### config.mk
export PLATFORM = sky130hd
export DESIGN_NAME = reflow_profile_controller_top
export DESIGN_NICKNAME = d
export VERILOG_FILES = /design/src/design/rpc_pkg.sv /design/src/design/rpc_cfg.sv /design/src/design/rpc_in_stage.sv /design/src/design/rpc_core.sv /design/src/design/reflow_profile_controller_top.sv
export VERILOG_INCLUDE_DIRS = /design/src /design/src/design
export SDC_FILE = /design/constraint.sdc
export NUM_CORES = 1
export LEC_CHECK = 0
export ABC_AREA = 1
export BUFFER_PORTS_ARGS = -buffer_cell sky130_fd_sc_hd__clkbuf_2
export CAP_MARGIN = 20
export CORE_MARGIN = 8
export CORE_UTILIZATION = 40
export DETAILED_ROUTE_END_ITERATION = 8
export PLACE_DENSITY_LB_ADDON = 0.1
export REMOVE_ABC_BUFFERS = 1
export SKIP_CTS_REPAIR_TIMING = 1
export SLEW_MARGIN = 0
export SYNTH_ARGS = -nofsm -noshare
export SYNTH_HDL_FRONTEND = slang
export SYNTH_SLANG_ARGS = --single-unit
### constraint.sdc
create_clock -name clk -period 2.3 [get_ports clk]
set_input_delay 0 -clock clk [delete_from_list [all_inputs] [get_ports clk]]
set_output_delay 0 -clock clk [all_outputs]
set_load 0.02 [all_outputs]
### src/design/reflow_profile_controller_top_defines.svh
// assertion helpers for the rtl files, included by rpc_core
`ifndef REFLOW_PROFILE_CONTROLLER_TOP_DEFINES_SVH
`define REFLOW_PROFILE_CONTROLLER_TOP_DEFINES_SVH

// same-cycle implication, checked out of reset
`define RPC_ASSERT_NOW(lbl, ante, cons) \
  lbl: assert property (@(posedge clk) disable iff (rst) (ante) |-> (cons)) \
    else $error("rpc assertion failed");

// next-cycle implication, checked out of reset
`define RPC_ASSERT_NEXT(lbl, ante, cons) \
  lbl: assert property (@(posedge clk) disable iff (rst) (ante) |=> (cons)) \
    else $error("rpc assertion failed");

`endif

### src/design/rpc_pkg.sv
package rpc_pkg;

  localparam int SAMPLE_W   = 10;
  localparam int READING_W  = 12;
  localparam int TICK_W     = 16;
  localparam int CFG_DATA_W = 16;
  localparam int CFG_IDX_W  = 3;
  localparam int PHASE_W    = 3;

  localparam logic [TICK_W-1:0] TICK_MAX = '1;

  typedef enum logic [PHASE_W-1:0] {
    PH_HEATUP  = 3'd0,
    PH_PREHEAT = 3'd1,
    PH_RAMP    = 3'd2,
    PH_REFLOW  = 3'd3,
    PH_DONE    = 3'd4
  } phase_t;

  typedef enum logic [CFG_IDX_W-1:0] {
    CFG_PREHEAT_LOW   = 3'd0,
    CFG_PREHEAT_HIGH  = 3'd1,
    CFG_REFLOW_LOW    = 3'd2,
    CFG_REFLOW_HIGH   = 3'd3,
    CFG_PREHEAT_TICKS = 3'd4,
    CFG_REFLOW_TICKS  = 3'd5
  } cfg_idx_t;

  localparam logic MODE_SAMPLE = 1'b0;
  localparam logic MODE_TICK   = 1'b1;

  localparam logic [READING_W-1:0] PREHEAT_LOW_RST   = 12'd1015;
  localparam logic [READING_W-1:0] PREHEAT_HIGH_RST  = 12'd1117;
  localparam logic [READING_W-1:0] REFLOW_LOW_RST    = 12'd1718;
  localparam logic [READING_W-1:0] REFLOW_HIGH_RST   = 12'd1817;
  localparam logic [TICK_W-1:0]    PREHEAT_TICKS_RST = 16'd2136;
  localparam logic [TICK_W-1:0]    REFLOW_TICKS_RST  = 16'd915;

  typedef struct packed {
    logic                 mode;
    logic [SAMPLE_W-1:0]  sample;
  } in_item_t;

  typedef struct packed {
    logic                heater_on;
    logic                fan_on;
    logic                buzzer_on;
    logic [PHASE_W-1:0]  phase;
  } out_item_t;

  typedef struct packed {
    logic [READING_W-1:0] preheat_low;
    logic [READING_W-1:0] preheat_high;
    logic [READING_W-1:0] reflow_low;
    logic [READING_W-1:0] reflow_high;
    logic [TICK_W-1:0]    preheat_ticks;
    logic [TICK_W-1:0]    reflow_ticks;
  } cfg_t;

endpackage

### src/design/rpc_cfg.sv
module rpc_cfg (
  input  logic                          clk,
  input  logic                          rst,
  input  logic                          cfg_wr_en,
  input  logic [rpc_pkg::CFG_IDX_W-1:0] cfg_index,
  input  logic [rpc_pkg::CFG_DATA_W-1:0] cfg_data,
  output rpc_pkg::cfg_t                 cfg
);
  import rpc_pkg::*;

  always_ff @(posedge clk) begin
    if (rst) begin
      cfg.preheat_low   <= PREHEAT_LOW_RST;
      cfg.preheat_high  <= PREHEAT_HIGH_RST;
      cfg.reflow_low    <= REFLOW_LOW_RST;
      cfg.reflow_high   <= REFLOW_HIGH_RST;
      cfg.preheat_ticks <= PREHEAT_TICKS_RST;
      cfg.reflow_ticks  <= REFLOW_TICKS_RST;
    end else if (cfg_wr_en) begin
      unique case (cfg_idx_t'(cfg_index))
        CFG_PREHEAT_LOW:   cfg.preheat_low   <= cfg_data[READING_W-1:0];
        CFG_PREHEAT_HIGH:  cfg.preheat_high  <= cfg_data[READING_W-1:0];
        CFG_REFLOW_LOW:    cfg.reflow_low    <= cfg_data[READING_W-1:0];
        CFG_REFLOW_HIGH:   cfg.reflow_high   <= cfg_data[READING_W-1:0];
        CFG_PREHEAT_TICKS: cfg.preheat_ticks <= cfg_data[TICK_W-1:0];
        CFG_REFLOW_TICKS:  cfg.reflow_ticks  <= cfg_data[TICK_W-1:0];
        default: ;
      endcase
    end
  end

endmodule

### src/design/rpc_in_stage.sv
module rpc_in_stage (
  input  logic              clk,
  input  logic              rst,
  input  logic              in_valid,
  output logic              in_ready,
  input  rpc_pkg::in_item_t in_data,
  output logic              s1_valid,
  output rpc_pkg::in_item_t s1_data,
  input  logic              s1_take
);
  import rpc_pkg::*;

  // stage is free when empty or whenever the core consumes the held request
  assign in_ready = !s1_valid || s1_take;

  always_ff @(posedge clk) begin
    if (rst) begin
      s1_valid <= 1'b0;
    end else if (in_ready) begin
      s1_valid <= in_valid;
    end
  end

  always_ff @(posedge clk) begin
    if (in_valid && in_ready) begin
      s1_data <= in_data;
    end
  end

endmodule

### src/design/rpc_core.sv
`include "reflow_profile_controller_top_defines.svh"

module rpc_core (
  input  logic               clk,
  input  logic               rst,
  input  rpc_pkg::cfg_t      cfg,
  input  logic               s1_valid,
  input  rpc_pkg::in_item_t  s1_data,
  output logic               s1_take,
  output logic               out_valid,
  input  logic               out_ready,
  output rpc_pkg::out_item_t out_data
);
  import rpc_pkg::*;

  phase_t              phase;
  phase_t              phase_next;
  logic [TICK_W-1:0]   tick_count;
  logic [TICK_W-1:0]   tick_count_next;
  logic                heater;
  logic                heater_next;
  logic                fan;
  logic                fan_next;
  logic                buzzer;
  logic                buzzer_next;
  logic [READING_W-1:0] reading;

  assign s1_take = s1_valid && (!out_valid || out_ready);
  assign reading = {s1_data.sample, 2'b00};

  always_comb begin
    phase_next      = phase;
    tick_count_next = tick_count;
    heater_next     = heater;
    fan_next        = fan;
    buzzer_next     = buzzer;
    if (s1_data.mode == MODE_TICK) begin
      if ((phase == PH_PREHEAT || phase == PH_REFLOW) && tick_count != TICK_MAX) begin
        tick_count_next = tick_count + 1'b1;
      end
    end else begin
      case (phase)
        PH_HEATUP: begin
          if (reading > cfg.preheat_low) phase_next = PH_PREHEAT;
        end
        PH_PREHEAT: begin
          if (tick_count > cfg.preheat_ticks) begin
            phase_next      = PH_RAMP;
            tick_count_next = '0;
            heater_next     = 1'b1;
          end else if (reading > cfg.preheat_high) begin
            heater_next = 1'b0;
          end else if (reading < cfg.preheat_low) begin
            heater_next = 1'b1;
          end
        end
        PH_RAMP: begin
          if (reading > cfg.reflow_low) phase_next = PH_REFLOW;
        end
        PH_REFLOW: begin
          if (tick_count > cfg.reflow_ticks) begin
            phase_next      = PH_DONE;
            tick_count_next = '0;
            heater_next     = 1'b0;
            fan_next        = 1'b1;
            buzzer_next     = 1'b1;
          end else if (reading > cfg.reflow_high) begin
            heater_next = 1'b0;
          end else if (reading < cfg.reflow_low) begin
            heater_next = 1'b1;
          end
        end
        default: ;
      endcase
    end
  end

  always_ff @(posedge clk) begin
    if (rst) begin
      phase      <= PH_HEATUP;
      tick_count <= '0;
      heater     <= 1'b1;
      fan        <= 1'b0;
      buzzer     <= 1'b0;
    end else if (s1_take) begin
      phase      <= phase_next;
      tick_count <= tick_count_next;
      heater     <= heater_next;
      fan        <= fan_next;
      buzzer     <= buzzer_next;
    end
  end

  always_ff @(posedge clk) begin
    if (rst) begin
      out_valid <= 1'b0;
    end else if (s1_take) begin
      out_valid <= 1'b1;
    end else if (out_ready) begin
      out_valid <= 1'b0;
    end
  end

  always_ff @(posedge clk) begin
    if (s1_take) begin
      out_data.heater_on <= heater_next;
      out_data.fan_on    <= fan_next;
      out_data.buzzer_on <= buzzer_next;
      out_data.phase     <= phase_next;
    end
  end

  `RPC_ASSERT_NOW(a_done_drive, phase == PH_DONE, fan && buzzer && !heater)
  `RPC_ASSERT_NEXT(a_done_sticks, phase == PH_DONE, phase == PH_DONE)
  `RPC_ASSERT_NOW(a_count_idle, phase != PH_PREHEAT && phase != PH_REFLOW, tick_count == '0)
  `RPC_ASSERT_NEXT(a_ramp_step, s1_take && phase == PH_RAMP,
                   phase == PH_RAMP || phase == PH_REFLOW)
  `RPC_ASSERT_NEXT(a_tick_keeps_phase, s1_take && s1_data.mode == MODE_TICK,
                   phase == $past(phase))

endmodule

### src/design/reflow_profile_controller_top.sv
// reflow oven profile sequencer: every request is either a thermocouple sample (mode 0,
// 10-bit reading scaled by four before the band compares) or a timer tick (mode 1), and
// every request yields exactly one result showing heater, fan, buzzer and phase after it
// was handled. phases run heat-up, preheat, ramp, reflow, done; preheat and reflow use
// bang-bang heater control with hysteresis and end on the first sample that sees the tick
// count above its limit. ticks count only in preheat and reflow and saturate. in done all
// requests are ignored and the outputs hold heater off, fan and buzzer on. one request is
// taken every clock unless the result channel stalls; an accepted request waits in the
// input register until the core takes it, then lands in the result register; the phase
// and tick state update between them sets the rate. the user must write band limits and
// tick limits through the cfg port only while nothing is in flight; the block does not
// enforce this. there is no read-back and no post-reset clearing pass.
module reflow_profile_controller_top (
  input  logic                           clk,
  input  logic                           rst,
  // sample / tick channel
  input  logic                           in_valid,
  output logic                           in_ready,
  input  rpc_pkg::in_item_t              in_data,
  // result channel
  output logic                           out_valid,
  input  logic                           out_ready,
  output rpc_pkg::out_item_t             out_data,
  // configuration writes
  input  logic                           cfg_wr_en,
  input  logic [rpc_pkg::CFG_IDX_W-1:0]  cfg_index,
  input  logic [rpc_pkg::CFG_DATA_W-1:0] cfg_data
);
  import rpc_pkg::*;

  cfg_t     cfg;
  logic     s1_valid;
  in_item_t s1_data;
  logic     s1_take;

  // band and tick limits
  rpc_cfg u_cfg (
    .clk       (clk),
    .rst       (rst),
    .cfg_wr_en (cfg_wr_en),
    .cfg_index (cfg_index),
    .cfg_data  (cfg_data),
    .cfg       (cfg)
  );

  // input register, refilled in the same cycle the core takes its request
  rpc_in_stage u_in_stage (
    .clk      (clk),
    .rst      (rst),
    .in_valid (in_valid),
    .in_ready (in_ready),
    .in_data  (in_data),
    .s1_valid (s1_valid),
    .s1_data  (s1_data),
    .s1_take  (s1_take)
  );

  // phase sequencer, heater hysteresis and result register
  rpc_core u_core (
    .clk       (clk),
    .rst       (rst),
    .cfg       (cfg),
    .s1_valid  (s1_valid),
    .s1_data   (s1_data),
    .s1_take   (s1_take),
    .out_valid (out_valid),
    .out_ready (out_ready),
    .out_data  (out_data)
  );

endmodule
==> impl_metrics.ini, run 1 <==
[setup_path]
slowest_delay_ns = 0.45
path_max_fanout = 3
reg2reg_slack_ns = 0.20
critPathBufInv = 3
critical_path.top_delay_family = simple AND/OR/NAND/NOR gates
cp_slowest_cell = edfxtp_1
cp-start-kind = flip-flop
worst_ep_arrival_time_ns = 2.28
required_ns = 2.47
crit_type = flip-flop to flip-flop
worstReg2RegEnd = u_core.out_data[0]$_DFFE_PP_
timing.rr.start = u_in_stage.s1_data[9]$_DFFE_PP_
r2r_cells = 10
worstSetupEndpointType = flip-flop
path_cells = buf_4 -> ha_1 -> nand4_1 -> nor2_1 -> buf_4 -> a21oi_1 -> a21oi_1 -> nand3_1 -> nand2_1 -> inv_1

[pwr]
intPower_mw = 3.99
clockPowerShare_pct = 47.5
finalPower_mw = 5.26
p_sw_share_pct = 24.2
leakage_nw = 3.67
p_per_area_nw_per_um2 = 656
irDropWorstVdd_v = 0.000503
switchingPower_mw = 1.27
combPwrFrac_pct = 9.6
seqPwrFrac_pct = 42.9

[status]
outcome = completed

[floorplan]
placementRows = 46
fp.dieW_um = 144
core_sq_um = 15900
die_area_sq_um = 20600
die_h_um = 144
initial_utilization_pct = 41.0
io-pin-count = 43

[sta]
setup-tns-final_ns = 0
setup_viol = 0
final-hold-violation-count = 0
worstMarginPinSlew_ns = 0.667
period_needed_ns = 2.10
skew_ns = 0.00549
fmax_mhz = 475
slew_viol_final = 0
fin_ws_ns = 0.196
rsz0062_at_grt = false
finalCritPeriodShare_pct = 91.5
slew_headroom_pct = 55.5
holdWs_ns = 0.124

[global_route]
track_usage_pct = 17.4
antenna_found_initial = 0
grt_max_degree = 78
grt_pass1_wl_um = 27700
grt_overflow_total = 0
grt_pass1_vias = 5409

[placement]
dp_hpwl_um = 12600
placed_cells = 1094
place_area_sq_um = 7070
place.gp.congestion = 0.877
io_buffers = 42
preCtsSetupSlack_ns = 0.0508

[synth]
ys_seq_area_share_pct = 39.8
netlist_instances = 841
synth_cell_type_count = 30
async_reset_ff_share_pct = 0
ys_ff_latch = 121
synth_area_sq_um = 6510
synth_edf_count = 17
yosys_warnings = 0
synth.avg_cell_area_sq_um = 7.74
dominantRegCellSynth = dfxtp_1

[finish]
instances_no_fill = 1164
fill_cells = 1600
diodes = 0
final_area_sq_um = 8020
area_growth_pct = 23.2
drive_gt1_share_pct = 12.1
final_common_cell = nand2_1
seq_area_sq_um = 2590
nets = 1043
layout_common_cells = nand2_1 (161), inv_1 (112), dfxtp_1 (102), a21oi_1 (98), ha_1 (73)
final_core_util_pct = 50.5
multi_input_area_sq_um = 3400

[clocking]
cts_max_path_buffers = 2
numClockSinks = 121
clk_pin_slew_ns = 0.06
htree_levels = 4
cts_buffers = 17
clkLatencyLatePin_ns = 0.42
root_buffer = clkbuf_16
cts_tree = built

[drt]
drc = 0
ant_nets = 0
drtIter0Drc = 286
num_vias = 5791
dr.pass1.iters = 5
wl_um = 17200
wire_per_inst_um = 14.8
viasPerCell = 4.98

[run]
maxCapViolations = 0

[hold_path]
hold_path_depth = 4
hold_path_class = primary input to flip-flop
holdPathEnd = u_cfg.cfg[51]$_SDFFE_PP1P_
hold_path.startpoint = cfg_index[0]
[power groups by stage]
stage	Sequential [mW]	Combinational, mW	Clock, mW
detailed placement	2.30	0.453	0
global placement	2.30	0.443	0
CTS	2.26	0.456	2.55
floorplan	2.30	0.270	0
finish	2.26	0.506	2.50
global route	2.26	0.574	2.65
[registers in the layout (all words and copies together), names as in the netlist]
| signal | count |
|---|---|
| u_core.out_valid | 1 |
| u_core.tick_count | 16 |
| u_in_stage.s1_data | 11 |
| u_core.fan | 1 |
| u_in_stage.s1_valid | 1 |
| u_cfg.cfg | 80 |
| u_core.heater | 1 |
| u_core.phase | 3 |
| u_core.out_data | 6 |
| u_core.buzzer | 1 |
[worst max path at each step]
stage / startpoint / slack [ns] / end / depth (start not counted)
final: u_in_stage.s1_data[9]$_DFFE_PP_ / 0.20 / u_core.out_data[0]$_DFFE_PP_ / 10
after CTS: u_core.tick_count[11]$_SDFFE_PP0P_ / 0.006 / u_core.tick_count[6]$_SDFFE_PP0P_ / 10
after global routing: u_core.tick_count[15]$_SDFFE_PP0P_ / 0.005 / u_core.tick_count[12]$_SDFFE_PP0P_ / 10
after detailed placement: u_core.tick_count[11]$_SDFFE_PP0P_ / 0.05 / u_core.tick_count[1]$_SDFFE_PP0P_ / 10
after floorplan: u_core.tick_count[7]$_SDFFE_PP0P_ / 0.46 / u_core.tick_count[10]$_SDFFE_PP0P_ / 11
after global placement: u_core.tick_count[11]$_SDFFE_PP0P_ / 0.03 / u_core.tick_count[15]$_SDFFE_PP0P_ / 9
[kinds of logic after synthesis]
logic type / count (synthesis) / share of synthesized area [%]
compound gates: 190 / 15.9
xor+xnor: 13 / 1.75
fa+ha+maj: 73 / 14.0
buf+inv: 145 / 8.59
flops: 121 / 39.8
simple gates: 299 / 19.9
[layer usage]
metal / global-route usage (%) / vias to the layer above / routed length (um)
li1: - / 2989 / -
met1: 23.6 / 2663 / 8720
met2: 26.6 / 119 / 7500
met3: 3.62 / 20 / 712
met4: 6.53 / 0 / 261
met5: 0 / - / 0
[cell usage after synthesis (all sizes together) (17+ instances only)]
master | instances | area (sq um)
a21oi | 98 | 490
clkbuf | 22 | 82.6
dfxtp | 104 | 2080
edfxtp | 17 | 510
ha | 73 | 913
inv | 115 | 432
nand2 | 164 | 621
nand3 | 35 | 203
nand4 | 19 | 119
nor2 | 70 | 268
o211ai | 27 | 203
o21ai | 58 | 290
[worst register-to-register path, stage by stage (launching register included)]
cell      delay [ns]
edfxtp_1        0.45
buf_4           0.18
ha_1            0.31
nand4_1         0.12
nor2_1          0.16
buf_4           0.13
a21oi_1         0.05
a21oi_1         0.21
nand3_1         0.11
nand2_1         0.10
inv_1           0.04
[layout make-up]
| cell class | count | share of cell area [%] |
|---|---|---|
| multi-input combinational | 576 | 42.4 |
| sequential | 121 | 32.4 |
| timing repair buffer | 101 | 9.58 |
| inverter | 118 | 5.52 |
| clock buffer | 21 | 5.49 |
| tap | 216 | 3.37 |
| clock inverter | 11 | 1.31 |
(Power assumes the default switching activity.)
==> run 2, diff against run 1 <==
--- a/config.mk
+++ b/config.mk
@@ -9,6 +9,8 @@
 export ABC_AREA = 1
 export BUFFER_PORTS_ARGS = -buffer_cell sky130_fd_sc_hd__clkbuf_2
 export CAP_MARGIN = 20
+export CELL_PAD_IN_SITES_DETAIL_PLACEMENT = 0
+export CELL_PAD_IN_SITES_GLOBAL_PLACEMENT = 1
 export CORE_MARGIN = 8
 export CORE_UTILIZATION = 40
 export DETAILED_ROUTE_END_ITERATION = 8
==> impl_metrics.ini, run 2 (synthesis results as in run 1) <==
[status]
outcome = completed

[global_route]
grt_pass1_vias = 5502
track_usage_pct = 17.7
antenna_found_initial = 0
grt_pass1_wl_um = 28200
grt_overflow_total = 0
grt_max_degree = 79

[setup_path]
cp-start-kind = flip-flop
crit_type = flip-flop to flip-flop
cp_slowest_cell = dfxtp_1
worstSetupEndpointType = flip-flop
crit_top_cell = nand2_1
slowest_delay_ns = 0.41
path_cells = ha_1 -> nand2_1 -> o21ai_0 -> a21oi_1 -> nand2_1 -> nand2_1 -> nand3_2 -> buf_4 -> nand4_1 -> a21oi_1
worst_ep_arrival_time_ns = 2.40
r2r_cells = 10
path_max_fanout = 8
required_ns = 2.58

[sta]
skew_ns = 0.00834
rsz0062_at_grt = false
final-hold-violation-count = 0
holdWs_ns = 0.0826
fin_ws_ns = 0.182
setup_viol = 0
worstMarginPinSlew_ns = 0.692
setup-tns-final_ns = 0
fmax_mhz = 472
slew_headroom_pct = 53.8
finalCritPeriodShare_pct = 92.1
slew_viol_final = 0
period_needed_ns = 2.12

[floorplan]
initial_utilization_pct = 41.0
die_area_sq_um = 20600
die_h_um = 144
fp.dieW_um = 144
core_sq_um = 15900
io-pin-count = 43
placementRows = 46

[clocking]
cts_buffers = 17
clkLatencyLatePin_ns = 0.41
cts_max_path_buffers = 2
clk_pin_slew_ns = 0.06
htree_levels = 4
numClockSinks = 121
cts_tree = built
root_buffer = clkbuf_16

[pwr]
finalPower_mw = 5.51
p_per_area_nw_per_um2 = 689
leakage_nw = 3.65
irDropWorstVdd_v = 0.000513

[finish]
final_common_cell = nand2_1
largest_reg_flops = 80
reg_top3 = u_cfg.cfg x80, u_core.tick_count x16, u_in_stage.s1_data x11
regMostFlops = u_cfg.cfg
nets = 1037
layout_common_cells = nand2_1 (161), inv_1 (112), dfxtp_1 (100), a21oi_1 (98), ha_1 (73)
area_growth_pct = 22.8
diodes = 0
drive_gt1_share_pct = 11.9

[drt]
dr.pass1.iters = 5
wire_per_inst_um = 15.0
ant_nets = 0
viasPerCell = 4.99
wl_um = 17400
drtIter0Drc = 308
num_vias = 5781
drc = 0

[placement]
io_buffers = 42
dp_hpwl_um = 13000
place.gp.congestion = 0.860
preCtsSetupSlack_ns = 0.123

[hold_path]
hold_path_depth = 4
hold_path_class = primary input to flip-flop

[run]
maxCapViolations = 0
## run 2: cell count changes in the layout (fill, tap and decap cells not counted), sizes merged
cell	before	now
dlygate4sd3	31	30
bufinv	2	4
clkinv	11	7
clkbuf	63	65
buf	28	23
## run 2: final cells by class
| class | instances | area, sq um |
|---|---|---|
| clock buffers | 23 | 458 |
| clock inverters | 9 | 148 |
| fillers | 1576 | 7890 |
| inverters | 118 | 443 |
| multi-input cells | 576 | 3390 |
| flip-flops and latches | 121 | 2600 |
| well taps | 216 | 270 |
| repair buffers | 95 | 696 |
## run 2: layer usage
metal  global-route usage, %  up-vias  wire, um
li1                        -     2990         -
met1                    25.0     2660      8770
met2                    26.4      112      7570
met3                    3.42       19       802
met4                    5.87        0       237
met5                       0        -         0
## run 2: worst max-delay path, delay by kind of cell, from the launching register on
family                     cells  cell delay, ns
and+or+nand+nor                5            0.66
DFF                            1            0.41
buffers and inverters          1            0.23
AOI/OAI and AO/OA              3            0.41
adders and majority gates      1            0.28
## run 2: path summary, 6_finish.rpt
check                                                        start                                 end  slack [ns]
worst min-delay path                                           rst           u_cfg.cfg[0]$_SDFFE_PP1P_        0.08
worst min register to register             u_core.fan$_SDFFE_PP0P_             u_core.fan$_SDFFE_PP0P_        0.46
worst max-delay path            u_core.tick_count[15]$_SDFFE_PP0P_  u_core.tick_count[14]$_SDFFE_PP0P_        0.18
worst max register to register  u_core.tick_count[15]$_SDFFE_PP0P_  u_core.tick_count[14]$_SDFFE_PP0P_        0.18
## run 2: power breakdown
part | switching (mW) | internal (mW)
logic | 0.306 | 0.191
registers | 0.0345 | 2.22
clock network | 0.924 | 1.83
total | 1.26 | 4.24
## run 2: metrics by stage
stage / instances / util, % / area [sq um]
final: 1158 / 50.4 / 8000
after global routing: 1158 / 50.4 / 8000
after CTS: 1126 / 48.2 / 7660
after detailed placement: 1094 / 44.4 / 7050
after global placement: 1094 / 44.4 / 7050
after floorplan: 814 / - / 6390
